$ cat src/rtl/olid_pkg.sv
// ----------------------------------------------------------------------------
// olid_pkg
// Shared types and codes for the ordered list block: request functions,
// response status codes, controller-to-datapath command and status word.
// ----------------------------------------------------------------------------
package olid_pkg;

   localparam int DATA_W       = 32;
   localparam int FUNC_W       = 2;
   localparam int STATUS_W     = 3;
   localparam int CAPACITY_DEF = 16;

   // request functions
   localparam logic [FUNC_W-1:0] FUNC_APPEND  = 2'd0;
   localparam logic [FUNC_W-1:0] FUNC_PREPEND = 2'd1;
   localparam logic [FUNC_W-1:0] FUNC_DELETE  = 2'd2;
   localparam logic [FUNC_W-1:0] FUNC_LIST    = 2'd3;

   // response status codes
   localparam logic [STATUS_W-1:0] RSP_INSERTED  = 3'd0;
   localparam logic [STATUS_W-1:0] RSP_DELETED   = 3'd1;
   localparam logic [STATUS_W-1:0] RSP_NOT_FOUND = 3'd2;
   localparam logic [STATUS_W-1:0] RSP_EMPTY     = 3'd3;
   localparam logic [STATUS_W-1:0] RSP_FULL      = 3'd4;
   localparam logic [STATUS_W-1:0] RSP_LISTED    = 3'd5;

   typedef enum logic [2:0] {
      CMD_NONE,
      CMD_APPEND,
      CMD_PREPEND,
      CMD_DELETE,
      CMD_LIST_FIRST,
      CMD_LIST_NEXT
   } cmd_type;

   // datapath flags seen by the controller
   typedef struct packed {
      logic empty;      // no entries stored
      logic list_one;   // exactly one entry stored
      logic list_last;  // listing walk is on its final entry
   } dp_status_type;

endpackage

$ cat src/rtl/olid_datapath.sv
// ----------------------------------------------------------------------------
// olid_datapath
// Row of value cells with parallel compare and shift, fill count, listing
// walk counter and the response word register.
// ----------------------------------------------------------------------------
module olid_datapath #(
   parameter int CAPACITY = olid_pkg::CAPACITY_DEF
) (
   input  logic                                 clock,
   input  logic                                 reset,
   input  olid_pkg::cmd_type                    cmd,
   input  logic signed [olid_pkg::DATA_W-1:0]   req_value,
   output olid_pkg::dp_status_type              dp_status,
   output logic [olid_pkg::STATUS_W-1:0]        rsp_status,
   output logic signed [olid_pkg::DATA_W-1:0]   rsp_entry_value,
   output logic                                 rsp_last_result
);
   import olid_pkg::*;

   localparam int CNT_W = $clog2(CAPACITY + 1);

   logic signed [DATA_W-1:0] cell_ff [CAPACITY];
   logic signed [DATA_W-1:0] cell_in [CAPACITY];
   logic [CNT_W-1:0]         count_ff, count_in;
   logic [CNT_W-1:0]         left_ff, left_in;
   logic [STATUS_W-1:0]      status_ff, status_in;
   logic signed [DATA_W-1:0] value_ff, value_in;
   logic                     last_ff, last_in;
   logic                     load_out;

   logic [CAPACITY-1:0] match;
   logic [CAPACITY-1:0] pre_match;   // a match at or below this cell
   logic                found, full, empty;

   // per-cell compare against the operand, only inside the filled range
   for (genvar g = 0; g < CAPACITY; g++) begin : g_cmp
      assign match[g]     = (CNT_W'(g) < count_ff) && (cell_ff[g] == req_value);
      assign pre_match[g] = |match[g:0];
   end

   assign found = |match;
   assign full  = (count_ff == CNT_W'(CAPACITY));
   assign empty = (count_ff == '0);

   assign dp_status.empty     = empty;
   assign dp_status.list_one  = (count_ff == CNT_W'(1));
   assign dp_status.list_last = (left_ff == CNT_W'(1));

   always_comb begin
      cell_in   = cell_ff;
      count_in  = count_ff;
      left_in   = left_ff;
      load_out  = 1'b0;
      status_in = status_ff;
      value_in  = req_value;
      last_in   = 1'b1;
      unique case (cmd) inside
         CMD_NONE: begin
         end
         CMD_APPEND: begin
            load_out = 1'b1;
            if (full) begin
               status_in = RSP_FULL;
            end else begin
               status_in = RSP_INSERTED;
               count_in  = count_ff + CNT_W'(1);
               for (int i = 0; i < CAPACITY; i++) begin
                  if (CNT_W'(i) == count_ff) cell_in[i] = req_value;
               end
            end
         end
         CMD_PREPEND: begin
            load_out = 1'b1;
            if (full) begin
               status_in = RSP_FULL;
            end else begin
               status_in = RSP_INSERTED;
               count_in  = count_ff + CNT_W'(1);
               for (int i = 1; i < CAPACITY; i++) begin
                  cell_in[i] = cell_ff[i-1];
               end
               cell_in[0] = req_value;
            end
         end
         CMD_DELETE: begin
            load_out = 1'b1;
            if (empty) begin
               status_in = RSP_EMPTY;
            end else if (found) begin
               status_in = RSP_DELETED;
               count_in  = count_ff - CNT_W'(1);
               // cells from the first match upward close the gap
               for (int i = 0; i < CAPACITY - 1; i++) begin
                  if (pre_match[i]) cell_in[i] = cell_ff[i+1];
               end
            end else begin
               status_in = RSP_NOT_FOUND;
            end
         end
         CMD_LIST_FIRST, CMD_LIST_NEXT: begin
            load_out = 1'b1;
            if (cmd == CMD_LIST_FIRST && empty) begin
               status_in = RSP_EMPTY;
            end else begin
               status_in = RSP_LISTED;
               value_in  = cell_ff[0];
               if (cmd == CMD_LIST_FIRST) begin
                  last_in = (count_ff == CNT_W'(1));
                  left_in = count_ff - CNT_W'(1);
               end else begin
                  last_in = (left_ff == CNT_W'(1));
                  left_in = left_ff - CNT_W'(1);
               end
               // rotate the filled range by one; a full walk restores it
               for (int i = 0; i < CAPACITY - 1; i++) begin
                  if (CNT_W'(i + 1) < count_ff) cell_in[i] = cell_ff[i+1];
               end
               for (int i = 0; i < CAPACITY; i++) begin
                  if (CNT_W'(i + 1) == count_ff) cell_in[i] = cell_ff[0];
               end
            end
         end
         default: begin
         end
      endcase
   end

   always_ff @(posedge clock) begin
      cell_ff <= cell_in;
      if (load_out) begin
         status_ff <= status_in;
         value_ff  <= value_in;
         last_ff   <= last_in;
      end
   end

   always_ff @(posedge clock) begin
      if (reset) begin
         count_ff <= '0;
         left_ff  <= '0;
      end else begin
         count_ff <= count_in;
         left_ff  <= left_in;
      end
   end

   assign rsp_status      = status_ff;
   assign rsp_entry_value = value_ff;
   assign rsp_last_result = last_ff;

   a_count_bound: assert property (@(posedge clock) disable iff (reset)
      count_ff <= CNT_W'(CAPACITY))
      else $error("fill count beyond capacity");

   a_append_grows: assert property (@(posedge clock) disable iff (reset)
      (cmd == CMD_APPEND || cmd == CMD_PREPEND) && !full
      |=> count_ff == $past(count_ff) + CNT_W'(1))
      else $error("insert did not grow the list");

   a_delete_shrinks: assert property (@(posedge clock) disable iff (reset)
      cmd == CMD_DELETE && found |=> count_ff == $past(count_ff) - CNT_W'(1))
      else $error("delete did not shrink the list");

   a_walk_in_range: assert property (@(posedge clock) disable iff (reset)
      cmd == CMD_LIST_NEXT |-> left_ff != '0 && left_ff < count_ff)
      else $error("listing walk past the tail");

endmodule

$ cat src/rtl/olid_controller.sv
// ----------------------------------------------------------------------------
// olid_controller
// Request decode, listing walk sequencing and response word valid flag.
// ----------------------------------------------------------------------------
module olid_controller (
   input  logic                             clock,
   input  logic                             reset,
   input  logic                             req_valid,
   output logic                             req_stall,
   input  logic [olid_pkg::FUNC_W-1:0]      req_func,
   output logic                             rsp_valid,
   input  logic                             rsp_stall,
   input  olid_pkg::dp_status_type          dp_status,
   output olid_pkg::cmd_type                cmd
);
   import olid_pkg::*;

   localparam logic S_IDLE = 1'b0;
   localparam logic S_LIST = 1'b1;

   logic state_ff, state_in;
   logic rsp_valid_ff, rsp_valid_in;
   logic out_free;

   // output word register may be refilled when empty or being taken
   assign out_free = !rsp_valid_ff || !rsp_stall;

   always_comb begin
      state_in     = state_ff;
      cmd          = CMD_NONE;
      req_stall    = 1'b1;
      rsp_valid_in = rsp_valid_ff && rsp_stall;
      unique case (state_ff)
         S_IDLE: begin
            req_stall = !out_free;
            if (req_valid && out_free) begin
               rsp_valid_in = 1'b1;
               unique case (req_func)
                  FUNC_APPEND:  cmd = CMD_APPEND;
                  FUNC_PREPEND: cmd = CMD_PREPEND;
                  FUNC_DELETE:  cmd = CMD_DELETE;
                  FUNC_LIST: begin
                     cmd = CMD_LIST_FIRST;
                     if (!dp_status.empty && !dp_status.list_one) state_in = S_LIST;
                  end
                  default: cmd = CMD_NONE;
               endcase
            end
         end
         S_LIST: begin
            if (out_free) begin
               cmd          = CMD_LIST_NEXT;
               rsp_valid_in = 1'b1;
               if (dp_status.list_last) state_in = S_IDLE;
            end
         end
         default: state_in = S_IDLE;
      endcase
   end

   always_ff @(posedge clock) begin
      if (reset) begin
         state_ff     <= S_IDLE;
         rsp_valid_ff <= 1'b0;
      end else begin
         state_ff     <= state_in;
         rsp_valid_ff <= rsp_valid_in;
      end
   end

   assign rsp_valid = rsp_valid_ff;

   a_walk_blocks_req: assert property (@(posedge clock) disable iff (reset)
      state_ff == S_LIST |-> req_stall)
      else $error("request taken during listing walk");

   a_cmd_fills_out: assert property (@(posedge clock) disable iff (reset)
      cmd != CMD_NONE |=> rsp_valid_ff)
      else $error("command issued without a response word");

   a_walk_enters_on_list: assert property (@(posedge clock) disable iff (reset)
      state_ff == S_IDLE && state_in == S_LIST |-> cmd == CMD_LIST_FIRST)
      else $error("listing walk started without a list request");

endmodule

$ cat src/rtl/ordered_list_insert_delete_top.sv
// ----------------------------------------------------------------------------
// ordered_list_insert_delete_top
// Fixed-capacity ordered list of signed 32-bit values: append, prepend,
// delete first match, list all from head to tail.
// ----------------------------------------------------------------------------
//
//   channel  | direction | handshake            | word fields
//   ---------+-----------+----------------------+------------------------------
//   req_     | in        | req_valid/req_stall  | func, value
//   rsp_     | out       | rsp_valid/rsp_stall  | status, entry_value, last_result
//
// Append, prepend and delete need no walk: every cell compares against the
// operand and shifts in parallel, so a new request word can be taken each
// cycle while the response register drains.
// A listing of n entries holds requests off after it is taken until its last
// entry has been issued: the cell row rotates once per word and cell 0 feeds
// the response.
// Reset (synchronous, active high) empties the list; cell contents are not
// cleared, only the fill count and the walk counter.
// req_stall rises whenever the response register is full and stalled, and
// for the whole of a listing walk.
//
module ordered_list_insert_delete_top #(
   parameter int CAPACITY = olid_pkg::CAPACITY_DEF   // 2 .. 64
) (
   input  logic                                 clock,
   input  logic                                 reset,
   // request channel
   input  logic                                 req_valid,
   output logic                                 req_stall,
   input  logic [olid_pkg::FUNC_W-1:0]          req_func,
   input  logic signed [olid_pkg::DATA_W-1:0]   req_value,
   // response channel
   output logic                                 rsp_valid,
   input  logic                                 rsp_stall,
   output logic [olid_pkg::STATUS_W-1:0]        rsp_status,
   output logic signed [olid_pkg::DATA_W-1:0]   rsp_entry_value,
   output logic                                 rsp_last_result
);
   import olid_pkg::*;

   cmd_type       cmd;        // one operation per cycle from controller, none while the output is stalled
   dp_status_type dp_status;  // empty / single entry / walk at tail

   // decode, listing walk, response valid
   olid_controller u_ctrl (
      .clock     (clock),
      .reset     (reset),
      .req_valid (req_valid),
      .req_stall (req_stall),
      .req_func  (req_func),
      .rsp_valid (rsp_valid),
      .rsp_stall (rsp_stall),
      .dp_status (dp_status),
      .cmd       (cmd)
   );

   // cell row, fill count and response word payload
   olid_datapath #(
      .CAPACITY (CAPACITY)
   ) u_dp (
      .clock           (clock),
      .reset           (reset),
      .cmd             (cmd),
      .req_value       (req_value),
      .dp_status       (dp_status),
      .rsp_status      (rsp_status),
      .rsp_entry_value (rsp_entry_value),
      .rsp_last_result (rsp_last_result)
   );

endmodule
$ cat config.mk
export PLATFORM = sky130hd
export DESIGN_NAME = ordered_list_insert_delete_top
export DESIGN_NICKNAME = d
export VERILOG_FILES = /design/src/rtl/olid_pkg.sv /design/src/rtl/olid_datapath.sv /design/src/rtl/olid_controller.sv /design/src/rtl/ordered_list_insert_delete_top.sv
export SDC_FILE = /design/constraint.sdc
export NUM_CORES = 2
export LEC_CHECK = 0
export ABC_AREA = 1
export ABC_CLOCK_PERIOD_IN_PS = 13400
export BUFFER_PORTS_ARGS = -buffer_cell sky130_fd_sc_hd__clkbuf_2
export CORE_ASPECT_RATIO = 1.4
export CORE_MARGIN = 8
export CORE_UTILIZATION = 55
export DETAILED_ROUTE_END_ITERATION = 8
export HOLD_SLACK_MARGIN = 0.08
export PLACE_DENSITY = 0.71
export SLEW_MARGIN = 15
export SYNTH_ARGS = -nofsm -noshare
export SYNTH_HDL_FRONTEND = slang
export SYNTH_SLANG_ARGS = --single-unit
$ cat constraint.sdc
create_clock -name clock -period 13.4 [get_ports clock]
set_clock_uncertainty 0.1 [all_clocks]
set_input_delay 0.67 -clock clock [delete_from_list [all_inputs] [get_ports clock]]
set_output_delay 0.67 -clock clock [all_outputs]
set_load 0.01 [all_outputs]
==> results.json <==
{
  "worstMarginPinSlew_ns": 1.37,
  "slowest_stage": "a21oi_4",
  "via_per_inst": 6.79,
  "end_kind": "flip-flop",
  "ant_nets": 0,
  "synth-edff-count": 548,
  "hold_path_class": "input port to flip-flop",
  "ir_drop_mv": 0.130,
  "yosys_warnings": 0,
  "wirelength_um": 149000,
  "path_max_fanout": 18,
  "switching_share": 0.372,
  "grt-busiest-layer": "met2",
  "dr.pass1.iters": 6,
  "ctsResizeCount": 0,
  "clkTransAtPathRegs_ns": 0.06,
  "synth_flop_cell": "edfxtp_1",
  "internal_power_w": 0.00365,
  "drc": 0,
  "grtUsageMet3": 0.0842,
  "track_usage": 0.390,
  "p_per_area_nw_per_um2": 152,
  "fin_nets": 4135,
  "period_minus_slack_ns": 4.27,
  "grt_overflow": 0,
  "tritoncts": "built",
  "cp_slowest_stage_delay_ns": 0.64,
  "seq_area_frac_synth": 0.464,
  "dr.first_iter.drc_count": 5530,
  "dpl_worst_slack_ns": 8.63,
  "synth_top_area_share": 0.457,
  "syn_area_um2": 36000,
  "fin_util": 0.588,
  "fin_crit_sh": 0.319,
  "grt_use_met1": 0.481,
  "syn_avg_cell_area_um2": 8.62,
  "p_clk_frac": 0.284,
  "die_height_um": 319,
  "initial_utilization": 0.553,
  "p_comb_frac": 0.263,
  "ys_top_cells_by_area": "edfxtp_1, nand2_1, o2111ai_1",
  "rsz0062_at_grt": "no",
  "path_cells": "inv_2, nand2_1, nor2_1, a21oi_1, nand2_1, nor2_1, nand3_1, nand2_1, inv_1, nand2_2, nor2_4, a21oi_2, nand2_1, a21oi_4, buf_4",
  "p_switching_w": 0.00216,
  "num_rows": 111,
  "wl_per_cell_um": 30.0,
  "path_buf_inv": 3,
  "grt_pass1_wl_um": 215000,
  "max_freq_ghz": 0.234,
  "dpl.cell_count": 4876,
  "cp_data_required_time_ns": 13.61,
  "yosys-top-cells-count": "nand2_1, edfxtp_1, nor2_1, o2111ai_1, inv_1",
  "seq_power_share": 0.453,
  "stdcell_count": 4983,
  "grt_pass1_vias": 32100,
  "synthCells": 4177,
  "setup_tns_ns": 0,
  "yosysMostFrequentCell": "nand2_1",
  "synth_top_area_cell": "edfxtp_1",
  "via_count": 33800,
  "drive_gt1_frac": 0.0776,
  "grt_max_degree": 205,
  "post_cts_buffers": 0,
  "place.gp.congestion": 1.01,
  "post_synth_num_cell_types": 50,
  "max-clock-path-buffers": 3,
  "cts_max_level": 2,
  "ys_async_sr_fraction": 0,
  "cts_sinks": 560,
  "ys_ff_latch": 560,
  "status": "completed",
  "maxCapViolCount": 0,
  "die_area_um2": 74000,
  "fp.dieW_um": 232,
  "floorplan.core_area_um2": 65100,
  "critPathArrivalTime_ns": 4.48,
  "io-pin-count": 76,
  "antenna_found_initial": 2,
  "crit_family": "compound AO/OA/AOI/OAI gates",
  "setup_violations": 0,
  "path_class": "flip-flop to flip-flop",
  "clock_latency_ns": 0.68,
  "hold_viol_final": 0,
  "slew_headroom": 0.0833,
  "syn_nets": 4225,
  "syn_to_final_growth_pct": 6.33,
  "met2_usage": 0.585,
  "root_buffer": "clkbuf_16",
  "cts_buffers": 56,
  "p_leak_nw": 13.9,
  "critPathMostFrequentCell": "nand2_1",
  "maxSlewViolCount": 0,
  "crit_path_start_kind": "flip-flop",
  "placement.io_buffers": 75,
  "hold_buffers": 0,
  "layout_setup_ws_ns": 9.13,
  "dp_hpwl_um": 97900,
  "timing.hold.ws_ns": 0.124
}
[layer usage]
| metal | wire (um) | vias up |
|---|---|---|
| li1 | - | 14400 |
| met1 | 50800 | 15800 |
| met2 | 64900 | 2914 |
| met3 | 19100 | 722 |
| met4 | 14600 | 0 |
| met5 | 0 | - |
[logic make-up (layout without fill, tap and decap cells)]
family,after synthesis,count (layout),share of synthesized area
other cells,0,1,0
compound gates,719,719,0.147
flops,560,560,0.464
fa+ha+maj,10,10,0.00348
xor+xnor,374,374,0.0910
simple gates,1951,1951,0.219
mux,1,1,0.000278
buf+inv,562,520,0.0750
[worst reg2reg max path, cell delays in order (launching register included)]
cell	delay [ns]
dfxtp_1	0.59
inv_2	0.23
nand2_1	0.14
nor2_1	0.07
a21oi_1	0.35
nand2_1	0.10
nor2_1	0.25
nand3_1	0.22
nand2_1	0.12
inv_1	0.07
nand2_2	0.09
nor2_4	0.05
a21oi_2	0.22
nand2_1	0.12
a21oi_4	0.64
buf_4	0.55
[power by group through the flow]
stage	Sequential [W]	Combinational, W	Clock, W
finish	0.00263	0.00153	0.00165
global route	0.00265	0.00160	0.00170
floorplan	0.00256	0.000928	0
detailed placement	0.00265	0.00146	0
CTS	0.00261	0.00146	0.00164
global placement	0.00265	0.00144	0
[cell type report]
type                    count  area, um2
clock buffers              66       1480
repair buffers            123        748
diodes                      1       2.50
well taps                 847       1060
inverters                 291       1090
flip-flops and latches    560      16700
clock inverters            40        344
multi-input cells        3055      16900
fillers                  5852      26900
[stage by stage]
stage	power [W]	area, um2
after global routing	0.00594	38300
after CTS	0.00571	38300
final	0.00581	38300
after floorplan	0.00349	36000
after global placement	0.00409	36400
after detailed placement	0.00410	36400
[registers in the layout, summed over array words and instances, names as in the netlist]
signal	flops
u_dp.left_ff	5
u_ctrl.rsp_valid	1
u_dp.rsp_last_result	1
u_dp.rsp_entry_value	32
u_dp.count_ff	5
u_ctrl.state_ff	1
u_dp.cell_ff	512
u_dp.rsp_status	3
[cells in the final DEF (no fill, tap or decap), types with 15 or more instances in the layout]
cell and instances:
a21oi_1 39, a22oi_1 152, buf_4 47, clkbuf_16 56, clkbuf_2 75, clkinv_1 32, edfxtp_1 548, inv_1 237
inv_2 39, nand2_1 1342, nand2_2 21, nand3_1 190, nand4_1 47, nor2_1 291, nor2_4 15, nor3_1 16
o2111ai_1 261, o211ai_1 64, o21ai_0 141, o221ai_1 30, xnor2_1 228, xor2_1 146
[path summary, 6_finish.rpt]
check,from,to,slack (ns),depth (start not counted)
worst min register to register,u_dp.left_ff[1],u_dp.left_ff[1],0.41,2
worst max register to register,u_dp.count_ff[4],u_dp.cell_ff[169],9.13,15
worst min-delay path,reset,u_dp.left_ff[4],0.12,2
worst max-delay path,u_dp.count_ff[4],u_dp.cell_ff[169],9.13,15
Power figures use the tool's default switching activity.
